File: src/rtl/core/rbsi_pkg.sv
// rbsi_pkg: shared types and constants for the ray/box slab intersect block
// beat payload structs, per-stage divider record and q16.16 saturation limits
// no dependencies
package rbsi_pkg;

  localparam int DW    = 32;
  localparam int N_DIV = 32;

  localparam logic signed [DW-1:0] Q_MAX = 32'sh7fff_ffff;
  localparam logic signed [DW-1:0] Q_MIN = 32'sh8000_0000;

  typedef struct packed {
    logic signed [DW-1:0] box_min_x;
    logic signed [DW-1:0] box_min_y;
    logic signed [DW-1:0] box_min_z;
    logic signed [DW-1:0] box_max_x;
    logic signed [DW-1:0] box_max_y;
    logic signed [DW-1:0] box_max_z;
    logic signed [DW-1:0] ray_origin_x;
    logic signed [DW-1:0] ray_origin_y;
    logic signed [DW-1:0] ray_origin_z;
    logic signed [DW-1:0] ray_dir_x;
    logic signed [DW-1:0] ray_dir_y;
    logic signed [DW-1:0] ray_dir_z;
  } rbsi_in_t;

  typedef struct packed {
    logic                 hit;
    logic signed [DW-1:0] t_enter;
    logic signed [DW-1:0] t_exit;
  } rbsi_out_t;

  // one stage of the restoring divider
  typedef struct packed {
    logic [DW-1:0] rem;
    logic [DW-1:0] lo;
    logic [DW-1:0] quo;
    logic [DW-1:0] dmag;
    logic          qneg;
    logic          ovf;
    logic          dz;
    logic          nneg;
    logic          nzero;
  } rbsi_div_t;

endpackage

File: src/rtl/core/rbsi_slab_lane.sv
// rbsi_slab_lane: distance to one slab plane, (corner - origin) << frac / dir
// pipelined restoring divider, one quotient bit per stage, saturating result
// depends on rbsi_pkg
module rbsi_slab_lane import rbsi_pkg::*; #(
  parameter int FRAC_BITS = 16,
  parameter bit IS_UPPER  = 1'b0
) (
  input  logic                 clk,
  input  logic                 en,
  input  logic signed [DW-1:0] corner,
  input  logic signed [DW-1:0] origin,
  input  logic signed [DW-1:0] dir,
  output logic signed [DW-1:0] plane_dist
);

  localparam int NW = DW + 1 + FRAC_BITS;
  localparam int HW = NW - DW;

  logic signed [DW:0] num;
  logic [DW:0]        nmag;
  logic [DW-1:0]      dmag;
  logic [NW-1:0]      nshift;
  logic [DW-1:0]      hi_ext;
  rbsi_div_t          prep;

  always_comb begin
    num    = {corner[DW-1], corner} - {origin[DW-1], origin};
    nmag   = num[DW] ? (DW+1)'(-num) : num;
    dmag   = dir[DW-1] ? DW'(-dir) : dir;
    nshift = {nmag, {FRAC_BITS{1'b0}}};
    hi_ext = {{(DW-HW){1'b0}}, nshift[NW-1:DW]};
    prep.rem   = hi_ext;
    prep.lo    = nshift[DW-1:0];
    prep.quo   = '0;
    prep.dmag  = dmag;
    prep.qneg  = num[DW] ^ dir[DW-1];
    prep.ovf   = hi_ext >= dmag;
    prep.dz    = dmag == '0;
    prep.nneg  = num[DW];
    prep.nzero = num == '0;
  end

  rbsi_div_t   stage_r [N_DIV+1];
  rbsi_div_t   stage_nxt [N_DIV];
  logic [DW:0] r2;
  logic [DW:0] diff;

  always_comb begin
    for (int s = 0; s < N_DIV; s++) begin
      r2           = {stage_r[s].rem, stage_r[s].lo[DW-1]};
      diff         = r2 - {1'b0, stage_r[s].dmag};
      stage_nxt[s] = stage_r[s];
      stage_nxt[s].lo = {stage_r[s].lo[DW-2:0], 1'b0};
      if (!diff[DW]) begin
        stage_nxt[s].rem = diff[DW-1:0];
        stage_nxt[s].quo = {stage_r[s].quo[DW-2:0], 1'b1};
      end else begin
        stage_nxt[s].rem = r2[DW-1:0];
        stage_nxt[s].quo = {stage_r[s].quo[DW-2:0], 1'b0};
      end
    end
  end

  always_ff @(posedge clk) begin
    if (en) begin
      stage_r[0] <= prep;
      for (int s = 0; s < N_DIV; s++) stage_r[s+1] <= stage_nxt[s];
    end
  end

  rbsi_div_t          fin;
  logic signed [DW-1:0] dist_nxt;
  logic signed [DW-1:0] dist_r;

  always_comb begin
    fin = stage_r[N_DIV];
    if (fin.dz) begin
      // origin on the plane counts as inside the slab
      if (fin.nzero) dist_nxt = IS_UPPER ? Q_MAX : Q_MIN;
      else           dist_nxt = fin.nneg ? Q_MIN : Q_MAX;
    end else if (fin.ovf) begin
      dist_nxt = fin.qneg ? Q_MIN : Q_MAX;
    end else if (!fin.qneg) begin
      dist_nxt = fin.quo[DW-1] ? Q_MAX : fin.quo;
    end else begin
      dist_nxt = (fin.quo > {1'b1, {(DW-1){1'b0}}}) ? Q_MIN : DW'(-fin.quo);
    end
  end

  always_ff @(posedge clk) begin
    if (en) dist_r <= dist_nxt;
  end

  assign plane_dist = dist_r;

endmodule

File: config.mk
export PLATFORM = sky130hd
export DESIGN_NAME = rbsi_slab_lane
export DESIGN_NICKNAME = d
export VERILOG_FILES = /design/src/rtl/core/rbsi_pkg.sv /design/src/rtl/core/rbsi_slab_lane.sv
export SDC_FILE = /design/constraint.sdc
export NUM_CORES = 2
export LEC_CHECK = 0
export BUFFER_PORTS_ARGS = -buffer_cell sky130_fd_sc_hd__buf_2
export CAP_MARGIN = 20
export CORE_MARGIN = 1
export CORE_UTILIZATION = 60
export CTS_BUF_LIST = sky130_fd_sc_hd__clkbuf_4
export CTS_CLUSTER_DIAMETER = 60
export DETAILED_ROUTE_END_ITERATION = 10
export GPL_ROUTABILITY_DRIVEN = 1
export PLACE_DENSITY = 0.76
export SETUP_SLACK_MARGIN = 0.5
export SYNTH_ARGS = -nofsm -noshare
export SYNTH_HDL_FRONTEND = slang
export SYNTH_MEMORY_MAX_BITS = 65536
export SYNTH_SLANG_ARGS = --single-unit
export TNS_END_PERCENT = 30
File: constraint.sdc
create_clock -name clk -period 10.7 [get_ports clk]
set_clock_uncertainty 0.1 [all_clocks]
set_input_delay 0.535 -clock clk [delete_from_list [all_inputs] [get_ports clk]]
set_output_delay 0.535 -clock clk [all_outputs]
set_load 0.02 [all_outputs]
[Word-level counts from Yosys, hierarchy flattened]
Memories as Yosys holds them, arrays and structs flattened.
Cells that the tools add are included.
Word-level totals
  flip-flop bits (word level): 32
  bits in writable memories: 4356
  output and inout bits: 32
  logic and storage cells: 119
  memories kept: 1
Memories
  stage_r: words 33, bits a word 132, rd ports 33, clocked after Yosys merged registers in 0, wr ports 33, line rbsi_slab_lane.sv:43  | rbsi_div_t stage_r [N_DIV+1];
Operators by class
  add/subtract/negate cells: 36
  order comparisons: 2
  muxes and demuxes: 76
  bitwise gates (word level): 1
  reductions and logical operators: 2
Operators by type and width (count)
  $mux 32: 40
  $sub 33x32->33: 32
  $neg 32->32: 2
  $mux 1: 34
  $logic_not 33->1: 1
  $mux 33: 1
  $neg 33->33: 1
  $sub 32x32->33: 1
  $ge 17x32->1: 1
  $gt 32x32->1 const B: 1
  $logic_not 32->1: 1
  $mux 31: 1
  $xor 1x1->1: 1

[Logic depth before layout (Yosys ltp)]
An unclocked memory read counts as a cell.
  depth in word-level cells: 6
  mapped depth: 28
  depth with buffers taken out: 27

[Least setup slack after synthesis]
OpenSTA, ideal clock, no wires.
  kind: input-to-reg
  from: in corner[0]
  to: mem stage_r[0][3] in the netlist's numbering, data pin
  library setup time: 0.257 ns
  arrival time: 4.872 ns
  data required time: 10.343 ns
  path slack: 5.470 ns
  stages on the path: 25
  path through: inv_1 > ha_1 > fa_1 > nor2b_1 > o31a_1 > nand2b_1 > xor2_1 > nor4_4 > nor3b_2 > or4b_4 > nor4b_4 > nor2_1 > xnor2_1 > ha_1 > nand2b_1 > a21o_1 > a21o_1 > a21o_1 > a21oi_1 > nor2b_1 > o21ai_0 > nand2b_1 > a21oi_1 > or4_1 > a21oi_1
RTL lines
  start: declaration: line rbsi_slab_lane.sv:10  | input logic signed [DW-1:0] corner,
  end: declaration: line rbsi_slab_lane.sv:43

==> results.ini <==
[run_status]
status=finished, final reports clean

[logic_synthesis]
synth.area.top_cells=edfxtp_1 (57%), ha_1 (8.5%), mux2_2 (4.9%)
ys_seq_area_frac=0.568
synth_common_cells=edfxtp_1 (2894), inv_1 (1295), ha_1 (1046)
ys.flop_type=edfxtp_1
yosysTopAreaCell=edfxtp_1
synth-edff-count=2894
ys_async_sr_fraction=0
synth_area_sq_um=153000
avgSynthCellArea_sq_um=12.2
yosysMostFrequentCell=edfxtp_1
yosys_register_bits=2894
synth_cell_types=106
yosysWarningCount=0
synth_top_area_frac=0.568
syn_inst=12500

[place]
dpl_cell_area_sq_um=158000
place.gp.congestion=0.930
dpl_worst_slack_ns=4.55
dp_hpwl_um=240000
port_buffers=129

[critical_path]
max_stage_delay_ns=0.63
crit_path_start_kind=input pin
critPathBufInv=8
critPathMostFrequentCell=dlygate4sd3_1
cp.required_ns=11.92
slowest_stage=dlygate4sd3_1
critPathCaptureType=flop
crit_fanout=4
critPathKind=in2reg
arrival_ns=9.01
crit_family=buffers and inverters

[floorplan]
initial_core_util=0.603
io_pins=130
dieHeight_um=507
die_w_um=507
core_area_sq_um=254000
rows=185
die-area_sq_um=257000

[sta]
slew_violations=0
final.period_utilization=0.728
rsz0062_at_grt=false
slew_headroom=0.124
hold_viol=0
max_freq_mhz=128
setup_viol=0
worst_pin_slew_ns=1.30
fin_crit_ns=7.79
setup_tns_ns=0
worst_slack_ns=2.91

[finish]
drive_gt1_frac=0.154
syn_to_final_growth_pct=11.2
nets=14700
fin_util=0.670
stdcell_area_sq_um=170000

[clock_tree]
cts_setup_buffers=0
clockBufferDepth=4
cts.htree.levels=6
cts_sinks=2894
clock_latency_ns=1.54
cts-resized-gates=0
cts-root-buf=clkbuf_4
hold_buffers=248
numCtsBuffers=731
clk_pin_slew_ns=0.07
cts_tree=done

[detailed_routing]
drt-total-wl_um=334000
vias_per_cell=5.79
drtIter0Drc=6871
num_vias=101000
wl_per_cell_um=19.2
dr.pass1.iters=6
final_antenna_net_count=0
drcViolationCount=0

[worst_hold_path]
hold_path_class=reg2reg

[grt]
grt_pass1_vias=102000
grt_max_degree=185
overflow=0
grt_antenna_before_repair=16
track_usage=0.256
grt_pass1_wl_um=528000

[power]
vdd_drop_max_v=0.000264
powerDensity_nw_per_um2=306
p_leak_nw=69.3

[job]
cap_violations=0

cell type report:
cell class,count,area (sq um)
clock inverters,245,1520
fillers,18500,83700
clock buffers,1041,7820
well taps,3366,4210
repair buffers,444,3940
diodes,16,40.0
multi-input cells,8137,60900
flip-flops and latches,2894,86900
inverters,1295,4860
stage by stage:
step / power, mW / hold slack [ns] / cells
after floorplan: 36.4 / 0.300 / 12500
after global placement: 41.4 / 0.300 / 15900
final: 52.1 / 0.275 / 17400
after global routing: 55.5 / 0.170 / 17400
after detailed placement: 42.3 / 0.305 / 15900
after CTS: 52.0 / 0.0508 / 17400
worst register-to-register path: cells and delay by family (launching register included):
kind / cells / cell delay [ns]
and+or+nand+nor: 1 / 0.20
buffers and inverters: 1 / 0.43
AOI/OAI and AO/OA: 8 / 2.59
adders and majority gates: 2 / 0.67
muxes: 1 / 0.45
DFF: 1 / 0.40
xor gates and xnor gates: 1 / 0.17
path summary, 6_finish.rpt:
path / depth (start not counted) / slack (ns) / from / endpoint
worst max-delay path: 26 / 2.91 / corner[2] / stage_r[0][3]
worst min register to register: 0 / 0.28 / stage_r[0][1628] / stage_r[0][1761]
worst max register to register: 14 / 5.40 / stage_r[0][1589] / stage_r[0][1830]
worst min-delay path: 0 / 0.28 / stage_r[0][1628] / stage_r[0][1761]
layer usage:
metal	wire length, um	track usage	vias to the layer above
met5	0	0	-
li1	-	-	48800
met3	17800	0.0435	808
met2	167000	0.448	3013
met1	134000	0.303	48400
met4	15300	0.129	0
flip-flops by register name (all words and copies together), names as in the netlist:
name / flops
stage_r: 2862
plane_dist: 32
logic make-up after synthesis:
family / share of synthesized area
AOI/OAI and AO/OA: 0.124
xor gates and xnor gates: 0.0506
adders and majority gates: 0.0897
buffers and inverters: 0.0375
DFF: 0.568
muxes: 0.0534
other: 0.0000245
and+or+nand+nor: 0.0772
placed cells by master, fill, tap and decap left out, types with 70 or more instances in the layout:
cell           synthesis  routed
nor3_1               177     177
edfxtp_1            2894    2894
o21bai_1              70      70
a21o_1               373     373
o21a_1               222     222
mux2_2               671     671
clkbuf_4               0    1041
o31ai_1              118     118
nand2_1              754     754
inv_1               1295    1295
buf_2                 56     128
a21oi_1              808     808
a31oi_1               95      94
clkinv_1               0     148
o21ai_0              732     732
nand3_1              183     183
xor2_1               328     301
dlygate4sd3_1          0     247
a211oi_1              80      80
ha_1                1046    1046
nor2_1               604     604
nor2b_1              140     140
xnor2_1              557     555
nand2b_1             167     167
where the power goes:
part / leakage, nW / switching, mW / internal [mW] / total, mW
Clock: 5.51 / 4.48 / 4.82 / 9.30
Combinational: 35.4 / 13.2 / 11.2 / 24.4
Sequential: 28.4 / 1.65 / 16.8 / 18.4
Total: 69.3 / 19.3 / 32.8 / 52.1
Power figures use the tool's default switching activity.
