<file path="config.mk">
export PLATFORM = sky130hd
export DESIGN_NAME = rbsi_merge
export DESIGN_NICKNAME = d
export VERILOG_FILES = /design/src/rtl/core/rbsi_pkg.sv /design/src/rtl/core/rbsi_merge.sv
export SDC_FILE = /design/constraint.sdc
export NUM_CORES = 1
export LEC_CHECK = 0
export BUFFER_PORTS_ARGS = -buffer_cell sky130_fd_sc_hd__buf_2
export CORE_ASPECT_RATIO = 1.2
export CORE_MARGIN = 5
export CORE_UTILIZATION = 56
export DETAILED_ROUTE_END_ITERATION = 6
export MAX_ROUTING_LAYER = met4
export PLACE_DENSITY = 0.78
export SYNTH_ARGS = -nofsm -noshare
export SYNTH_HDL_FRONTEND = slang
export SYNTH_SLANG_ARGS = --single-unit
export TNS_END_PERCENT = 10
</file>
<file path="constraint.sdc">
create_clock -name clk -period 8 [get_ports clk]
set_input_delay 0.8 -clock clk [delete_from_list [all_inputs] [get_ports clk]]
set_output_delay 0.8 -clock clk [all_outputs]
set_load 0.005 [all_outputs]
</file>
<file path="src/rtl/core/rbsi_pkg.sv">
// rbsi_pkg: shared types and constants for the ray/box slab intersect block
// beat payload structs, per-stage divider record and q16.16 saturation limits
// no dependencies
package rbsi_pkg;

  localparam int DW    = 32;
  localparam int N_DIV = 32;

  localparam logic signed [DW-1:0] Q_MAX = 32'sh7fff_ffff;
  localparam logic signed [DW-1:0] Q_MIN = 32'sh8000_0000;

  typedef struct packed {
    logic signed [DW-1:0] box_min_x;
    logic signed [DW-1:0] box_min_y;
    logic signed [DW-1:0] box_min_z;
    logic signed [DW-1:0] box_max_x;
    logic signed [DW-1:0] box_max_y;
    logic signed [DW-1:0] box_max_z;
    logic signed [DW-1:0] ray_origin_x;
    logic signed [DW-1:0] ray_origin_y;
    logic signed [DW-1:0] ray_origin_z;
    logic signed [DW-1:0] ray_dir_x;
    logic signed [DW-1:0] ray_dir_y;
    logic signed [DW-1:0] ray_dir_z;
  } rbsi_in_t;

  typedef struct packed {
    logic                 hit;
    logic signed [DW-1:0] t_enter;
    logic signed [DW-1:0] t_exit;
  } rbsi_out_t;

  // one stage of the restoring divider
  typedef struct packed {
    logic [DW-1:0] rem;
    logic [DW-1:0] lo;
    logic [DW-1:0] quo;
    logic [DW-1:0] dmag;
    logic          qneg;
    logic          ovf;
    logic          dz;
    logic          nneg;
    logic          nzero;
  } rbsi_div_t;

endpackage

</file>
<file path="src/rtl/core/rbsi_merge.sv">
// rbsi_merge: orders each slab's distances and intersects x, y, z intervals
// two register stages; the second holds the final result beat
// depends on rbsi_pkg
module rbsi_merge import rbsi_pkg::*; #(
  parameter int FRAC_BITS = 16
) (
  input  logic                 clk,
  input  logic                 en,
  input  logic signed [DW-1:0] d_min [3],
  input  logic signed [DW-1:0] d_max [3],
  output rbsi_out_t            res
);

  localparam logic [DW-1:0] ONE_Q = DW'(1) << FRAC_BITS;

  logic signed [DW-1:0] a [3];
  logic signed [DW-1:0] b [3];
  logic                 miss1_nxt;
  logic signed [DW-1:0] lo1_nxt, hi1_nxt;

  always_comb begin
    for (int i = 0; i < 3; i++) begin
      if (d_min[i] > d_max[i]) begin
        a[i] = d_max[i];
        b[i] = d_min[i];
      end else begin
        a[i] = d_min[i];
        b[i] = d_max[i];
      end
    end
    miss1_nxt = (a[0] > b[1]) || (a[1] > b[0]);
    lo1_nxt   = (a[1] > a[0]) ? a[1] : a[0];
    hi1_nxt   = (b[1] < b[0]) ? b[1] : b[0];
  end

  logic                 miss1_r;
  logic signed [DW-1:0] lo1_r, hi1_r, az_r, bz_r;

  always_ff @(posedge clk) begin
    if (en) begin
      miss1_r <= miss1_nxt;
      lo1_r   <= lo1_nxt;
      hi1_r   <= hi1_nxt;
      az_r    <= a[2];
      bz_r    <= b[2];
    end
  end

  rbsi_out_t res_nxt, res_r;

  always_comb begin
    if (miss1_r || (lo1_r > bz_r) || (az_r > hi1_r)) begin
      res_nxt.hit     = 1'b0;
      res_nxt.t_enter = ONE_Q;
      res_nxt.t_exit  = '0;
    end else begin
      res_nxt.hit     = 1'b1;
      res_nxt.t_enter = (az_r > lo1_r) ? az_r : lo1_r;
      res_nxt.t_exit  = (bz_r < hi1_r) ? bz_r : hi1_r;
    end
  end

  always_ff @(posedge clk) begin
    if (en) res_r <= res_nxt;
  end

  assign res = res_r;

endmodule

</file>
---- Word-level counts from Yosys, hierarchy flattened ----
Index checks and enable logic that the tools add are counted.
word-level totals
  register bits ........................... 194
  logic and storage cells ................. 33
  output and inout port bits .............. 65
  input port bits ......................... 194
cells by class
  mux-type cells .......................... 11
  order comparisons ....................... 11
  reduce and logical (&&, ||, !) cells .... 3
operators with widths
  operator            number
  $mux W32            10
  $gt A32 B32 Y1      9
  $mux W65            1
  $lt A32 B32 Y1      2
  $logic_or A1 B1 Y1  3

---- Depth between registers and ports, before layout ----
Gate-level depths: netlist of run 1.
  depth in word-level cells ............... 4
  mapped depth ............................ 27
  depth with buffers taken out ............ 24

---- Worst setup path before layout of run 1 ----
Ideal clock, no wire load.
  kind .................................... input to register
  from .................................... in d_max[51] (netlist name)
  to ...................................... reg miss1_r, data pin
  cell stages on the path ................. 24
  buffers on the path ..................... 3
  setup slack ............................. 2,054 ps
  library setup time ...................... 270 ps
  data arrival time ....................... 5,677 ps
  cells stage by stage .................... inv_1 -> ha_1 -> a21oi_1 -> o21ai_0 -> a211o_1 -> a211o_1 -> a2bb2oi_2 -> buf_6 -> clkbuf_1 -> buf_1 -> mux2i_1 -> ha_1 -> a21o_1 -> a21o_1 -> a21oi_1 -> nor2b_1 -> o21ai_0 -> nand2b_1 -> a21oi_1 -> a21oi_1 -> o21a_1 -> or4_1 -> a2111oi_0 -> o31ai_1
on the way
  cells in the longest elaborated chain, start to end .. 4
  elaborated cells on any way between the ends .. 6
  classes of those cells .................. order compare (3); mux (2); reduce/logical (1)
ends and longest elaborated chain
  what                    line              text
  start, declared         rbsi_merge.sv:10  input logic signed [DW-1:0] d_max [3],
  $gt A32 B32 Y1          rbsi_merge.sv:23  if (d_min[i] > d_max[i]) begin
  $mux W32                rbsi_merge.sv:23
  $gt A32 B32 Y1          rbsi_merge.sv:31  miss1_nxt = (a[0] > b[1]) || (a[1] > b[0]);
  $logic_or A1 B1 Y1 (*)  rbsi_merge.sv:31
  via miss1_nxt           rbsi_merge.sv:18  logic miss1_nxt;
  end signal, assigned    rbsi_merge.sv:41  miss1_r <= miss1_nxt;
  end, declared           rbsi_merge.sv:36  logic miss1_r;
Mark *: on every way through the listed nets, which the timed path passes. The rest lies on a longest branch.
A chain may end at the register's enable or synchronous reset.

---- Worst setup path in the final report of run 1 ----
  from .................................... in d_max[78] (netlist name)
  to ...................................... reg lo1_r[24], data pin
on the way
  cells in the longest elaborated chain, start to end .. 4
ends and longest elaborated chain
  what                  line              text
  $gt A32 B32 Y1        rbsi_merge.sv:23
  $mux W32 (*)          rbsi_merge.sv:23
  $gt A32 B32 Y1        rbsi_merge.sv:32  lo1_nxt = (a[1] > a[0]) ? a[1] : a[0];
  $mux W32 (*)          rbsi_merge.sv:32
  via lo1_nxt[24]       rbsi_merge.sv:19  logic signed [DW-1:0] lo1_nxt, hi1_nxt;
  end signal, assigned  rbsi_merge.sv:42  lo1_r <= lo1_nxt;
  end, declared         rbsi_merge.sv:37  logic signed [DW-1:0] lo1_r, hi1_r, az_r, bz_r;
Marks and branches as above.

==> impl_metrics.py, run 1 <==
metrics = {
    "floorplan": {
        "io_pins": 259,
        "die_y_um": 215.5,
        "die-area_um2": 39070,
        "rows": 75,
        "die_width_um": 181.3,
        "initial_core_util_pct": 56.48,
        "coreArea_um2": 34910,
    },
    "route": {
        "viasPerCell": 6.100,
        "drtIter0Drc": 1442,
        "dr.pass1.iters": 7,
        "drc": 1,
        "ant_nets": 0,
        "vias": 17310,
        "routedWlPerCell_um": 20.65,
        "wl_mm": 58.58,
    },
    "setup_path": {
        "criticalPathCategory": "input pin to flop",
        "cp.required_ns": 8.21,
        "crit_path_max_fanout": 38,
        "r2r_slack_ns": 3.67,
        "critPathLaunchType": "input pin",
        "endpoint_kind": "flop",
        "r2r-start": "lo1_r[31]$_DFFE_PP_",
        "cp.arrival_ns": 6.38,
        "cp-startpoint": "d_max[78]",
    },
    "worst_hold_path": {
        "hold_class": "flop to flop",
        "min_from": "hi1_r[22]$_DFFE_PP_",
    },
    "clock_tree": {
        "clockBufferDepth": 2,
        "root_buffer": "clkbuf_16",
        "clk_latency_ns": 0.47,
        "htreeDepth": 4,
        "cts_made_buffers": 17,
        "clk_pin_slew_ns": 0.07,
        "cts_tree": "done",
        "post_cts_buffers": 0,
        "clock-sinks": 194,
        "cts-resized-gates": 0,
        "postCtsHoldBufs": 0,
    },
    "synthesis": {
        "async_flop_share_pct": 0,
        "muxShareOfSynthArea_pct": 10.71,
        "postSynthCellCount": 2159,
        "synth_compound_area_share_pct": 18.13,
        "synth_area_per_cell_um2": 9.132,
        "yosysWarnings": 0,
        "ys_seq_area_share_pct": 29.55,
        "synth_edf_count": 194,
        "synth_top_family_by_area": "adder cells",
        "synth-adder-area-share_pct": 21.48,
        "synth.net_count": 2688,
        "ys.flop_type": "edfxtp_1",
        "synth.distinct_cells": 72,
        "synth_xor_area_share_pct": 0.5775,
        "yosys.area_share.simple_pct": 12.41,
        "synth_area_um2": 19720,
        "ys_seq_elements": 194,
    },
    "cells_and_area": {
        "design_area_um2": 21910,
        "drive_gt1_share_pct": 17.60,
        "final_cell_mix": "ha_1 (335), inv_1 (264), buf_2 (257)",
        "fin_util_pct": 62.75,
        "final_common_cell": "ha_1",
        "nFillCells": 2984,
        "antennaDiodeCount": 0,
        "finalNonFillerCells": 2837,
        "syn_to_final_growth_pct": 11.11,
        "final_nets": 2893,
    },
    "timing": {
        "post-route-period-util_pct": 77.17,
        "min_period_ns": 6.173,
        "finalHoldViolCount": 0,
        "tns_ns": 0,
        "grt_setup_unrepaired": "false",
        "fmax_mhz": 162.0,
        "setup_viol": 0,
        "holdWs_ns": 0.6027,
        "relSlewSlack_pct": 17.74,
        "setup_ws_ns": 1.827,
        "final_max_slew_viol_count": 0,
        "finClkSkew_ns": 0.01343,
        "worstMarginPinSlew_ns": 1.234,
    },
    "pwr": {
        "power_density_nw_per_um2": 228.3,
        "p_leak_nw": 10.54,
        "ir_drop_v": 0.0001947,
        "finalPower_mw": 5.000,
    },
    "placed_design": {
        "placement.cell_area_um2": 21360,
        "dp_slack_ns": 1.373,
        "dpl.cell_count": 2807,
        "gp_congestion": 0.9444,
        "portBuffers": 258,
        "dpl.hpwl_mm": 47.95,
    },
    "outcome": {
        "violations": "design-rule violations",
        "status": "complete, but fails checks",
    },
    "global_routing": {
        "grt_pass1_wl_mm": 90.27,
        "grt_max_degree": 112,
        "grt-ovfl-total": 0,
        "track_usage_pct": 29.77,
        "antenna_found_initial": 1,
        "grt_pass1_vias": 16630,
    },
    "job": {
        "max_cap_violations": 0,
    },
}
-- sequential cells by signal, indices dropped and copies added, names as in the netlist --
| register | flops |
|---|---|
| hi1_r | 32 |
| miss1_r | 1 |
| bz_r | 32 |
| res | 65 |
| az_r | 32 |
| lo1_r | 32 |
-- Yosys cell counts (3+ instances only) --
library cell	instances	area [µm²]
a21oi_1	190	950.9
nor3_1	12	60.06
a211oi_1	5	37.54
a21o_1	91	683.2
inv_1	264	991.0
buf_6	6	67.56
a21oi_2	5	43.79
and3_1	6	37.54
nand2b_1	24	150.1
nor2b_1	33	206.5
o31ai_1	4	30.03
ha_1	335	4192
or3_1	4	25.02
or4_1	3	22.52
a221oi_1	24	210.2
o211ai_1	4	30.03
a41oi_1	31	271.5
clkbuf_1	62	232.7
xnor2_1	11	96.34
nand2_1	116	435.4
nor2_1	157	589.3
a211o_1	4	35.03
edfxtp_1	194	5826
and4_1	3	26.28
nand3_1	56	280.3
o21a_1	26	195.2
mux2_1	7	78.83
nor4_1	7	43.79
buf_8	3	45.04
nand4_1	72	450.4
o21ai_0	77	385.4
or2_2	4	25.02
buf_1	17	63.81
mux2_2	88	991.0
a31oi_1	63	394.1
mux2i_1	104	1041
-- cell type report --
class                           instances  area (µm²)  area share [%]
Clock buffer                           17       425.4           1.942
Clock inverter                         13       121.4          0.5540
Inverter                              264       991.0           4.524
Multi-Input combinational cell       1611       12530           57.21
Sequential cell                       194        5826           26.59
Tap cell                              462       578.1           2.639
Timing Repair Buffer                  276        1433           6.540
-- layer usage --
| layer | share of wire [%] | routed length, µm | global-route usage (%) |
|---|---|---|---|
| met1 | 44 | 25860 | 40.04 |
| met2 | 46 | 27200 | 47.14 |
| met3 | 5.7 | 3362 | 2.442 |
| met4 | 3.7 | 2160 | 11.51 |
| met5 | 0 | 0 | - |
-- power by group --
group	internal (mW)	switching [mW]	leakage, nW	total [mW]
Sequential	1.39	0.202	1.95	1.60
Combinational	1.08	1.48	8.33	2.57
Clock	0.450	0.384	0.262	0.834
Total	2.93	2.07	10.5	5.00
-- path summary, 6_finish.rpt --
path / cells past startpoint / to
max: 24 / lo1_r[24]$_DFFE_PP_
min: 2 / res[22]$_SDFFCE_PN0P_
max reg2reg: 9 / res[47]$_SDFFCE_PN0P_
min reg2reg: 2 / res[22]$_SDFFCE_PN0P_
-- kinds of logic (layout without fill, tap and decap cells) --
family / after synthesis / in the layout
AOI/OAI and AO/OA: 553 / 553
buffers and inverters: 354 / 570
DFF: 194 / 194
adders and majority gates: 339 / 339
and+or+nand+nor: 507 / 507
xor gates and xnor gates: 13 / 13
muxes: 199 / 199
-- worst max-delay path, stage by stage --
cell and delay, ns:
buf_2 0.09, inv_1 0.09, ha_1 0.27, a21oi_1 0.15, nand2_1 0.06, a221oi_1 0.57, a31oi_4 0.23, o211a_1 0.33
nor2_4 0.64, buf_4 0.37, nor2_1 0.07, a21oi_1 0.18, ha_1 0.28, o21ai_0 0.09, nand2b_1 0.07, a21oi_1 0.15
o21ai_0 0.19, a211o_1 0.31, a31oi_1 0.19, nor2b_1 0.19, o31ai_2 0.09, o21ai_2 0.14, buf_4 0.42, mux2_2 0.40
Note: power is estimated with default switching activity, not from simulation.
==> run 2, diff against run 1 <==
Settings changed: CORE_UTILIZATION 56 to 54.
Clock period 8 ns to 5 ns, I/O delays scaled along.
==> impl_metrics.py, run 2 (synthesis gave the netlist of run 1 again) <==
metrics = {
    "outcome": {
        "status": "complete, no violations",
    },
    "route": {
        "ant_nets": 0,
        "routedWlPerCell_um": 20.15,
        "drtIter0Drc": 1411,
        "wl_mm": 64.85,
        "viasPerCell": 5.881,
        "dr.pass1.iters": 5,
        "vias": 18930,
        "drc": 0,
    },
    "floorplan": {
        "coreArea_um2": 36040,
        "initial_core_util_pct": 54.70,
        "die_y_um": 219.3,
        "rows": 76,
        "die_width_um": 184.4,
        "io_pins": 259,
        "die-area_um2": 40450,
    },
    "setup_path": {
        "cp.arrival_ns": 5.12,
        "critPathLaunchType": "input pin",
        "crit_path_max_incr_delay_ns": 0.62,
        "crit_path_max_fanout": 7,
        "reg2reg_depth": 14,
        "criticalPathCategory": "input pin to flop",
        "crit_path_top_delay_cell": "or4_4",
        "endpoint_kind": "flop",
        "cp.required_ns": 5.22,
    },
    "global_routing": {
        "grt.met3_usage_pct": 2.503,
        "track_usage_pct": 31.27,
        "antenna_found_initial": 0,
        "grt_pass1_wl_mm": 97.54,
        "grt_pass1_vias": 18610,
        "grtUsageMet1_pct": 39.96,
        "grt-ovfl-total": 0,
        "grt.busiest_layer": "met2",
        "grt_max_degree": 114,
        "use_met2_pct": 52.15,
    },
    "placed_design": {
        "gp_congestion": 0.9726,
        "placement.cell_area_um2": 24150,
        "portBuffers": 258,
        "dp_slack_ns": -1.008,
        "dpl.cell_count": 3158,
        "dpl.hpwl_mm": 51.70,
    },
    "cells_and_area": {
        "multi_input_area_um2": 13160,
        "final_nets": 3267,
        "design_area_um2": 25680,
        "nFillCells": 2739,
        "antennaDiodeCount": 0,
        "fin_util_pct": 71.24,
        "largest_reg_flops": 65,
        "register_area_um2": 5826,
        "final_common_cell": "buf_4",
        "drive_gt1_share_pct": 32.42,
        "finalNonFillerCells": 3219,
        "syn_to_final_growth_pct": 30.23,
        "final_cell_mix": "buf_4 (367), ha_1 (320), inv_1 (257), buf_2 (257), edfxtp_1 (194)",
    },
    "clock_tree": {
        "root_buffer": "clkbuf_16",
        "clk_latency_ns": 0.47,
        "postCtsHoldBufs": 0,
        "clock-sinks": 194,
        "clockBufferDepth": 2,
        "clk_pin_slew_ns": 0.07,
        "cts_tree": "done",
        "htreeDepth": 4,
        "cts_made_buffers": 17,
    },
    "timing": {
        "setup_ws_ns": 0.09166,
        "holdWs_ns": 0.3759,
        "final_max_slew_viol_count": 0,
        "setup_viol": 0,
        "worstMarginPinSlew_ns": 1.261,
        "grt_setup_unrepaired": "true",
        "finClkSkew_ns": 0.01400,
        "finalHoldViolCount": 0,
        "tns_ns": 0,
        "min_period_ns": 4.908,
        "fmax_mhz": 203.7,
        "relSlewSlack_pct": 15.91,
        "post-route-period-util_pct": 98.17,
    },
    "pwr": {
        "p_leak_nw": 12.53,
        "finalPower_mw": 9.172,
        "power_density_nw_per_um2": 357.2,
        "ir_drop_v": 0.0003296,
    },
    "worst_hold_path": {
        "hold_class": "input pin to flop",
        "whs_path_depth": 2,
    },
    "job": {
        "max_cap_violations": 0,
    },
}
-- run 2: cell count changes in the layout (fill, tap and decap cells not counted), moves of 9 or more --
cell / previous run / this run
mux2i_1: 104 / 91
ha_1: 335 / 320
a21oi_1: 189 / 156
o21ai_0: 77 / 58
a21oi_2: 6 / 38
buf_4: 18 / 367
mux2i_2: 0 / 9
buf_12: 0 / 11
ha_4: 0 / 15
o21ai_1: 1 / 16
-- run 2: metal layers --
layer / vias up / share of wire, %
met3: 151 / 5.6
met1: 8873 / 42
met2: 781 / 48
met5: - / 0
li1: 9126 / -
met4: 0 / 4.1
-- run 2: power by group --
group | switching, mW | internal (mW)
Combinational | 2.72 | 2.48
Sequential | 0.317 | 2.23
Clock | 0.638 | 0.788
-- run 2: repair_timing --
item                                    CTS  global route
gates cloned                              1             7
resized for setup                        16           108
pin swaps                                 7            45
setup buffers                             7            15
endpoints found under the setup margin   65            65
-- run 2: layout make-up --
class	count	share of cell area, %
clock buffers	20	1.701
clock inverters	12	0.6091
inverters	264	3.859
multi-input cells	1612	51.26
flip-flops and latches	194	22.69
well taps	468	2.281
repair buffers	649	17.60
-- run 2: path summary, 6_finish.rpt --
kind / slack, ns / startpoint / to
worst min-delay path: 0.38 / d_max[24] / az_r[24]$_DFFE_PP_
worst min register to register: 0.61 / hi1_r[30]$_DFFE_PP_ / res[30]$_SDFFCE_PN0P_
worst max-delay path: 0.09 / d_max[90] / lo1_r[25]$_DFFE_PP_
worst max register to register: 0.89 / hi1_r[25]$_DFFE_PP_ / res[18]$_SDFFCE_PN0P_
-- run 2: worst max-delay path, delay by kind of cell --
kind                     cells  cell delay [ns]
multiplexers                 1             0.33
adder cells (fa/ha/maj)      2             0.54
AO/OA/AOI/OAI                9             1.34
buffers and inverters        6             0.74
AND/OR/NAND/NOR              8             1.64
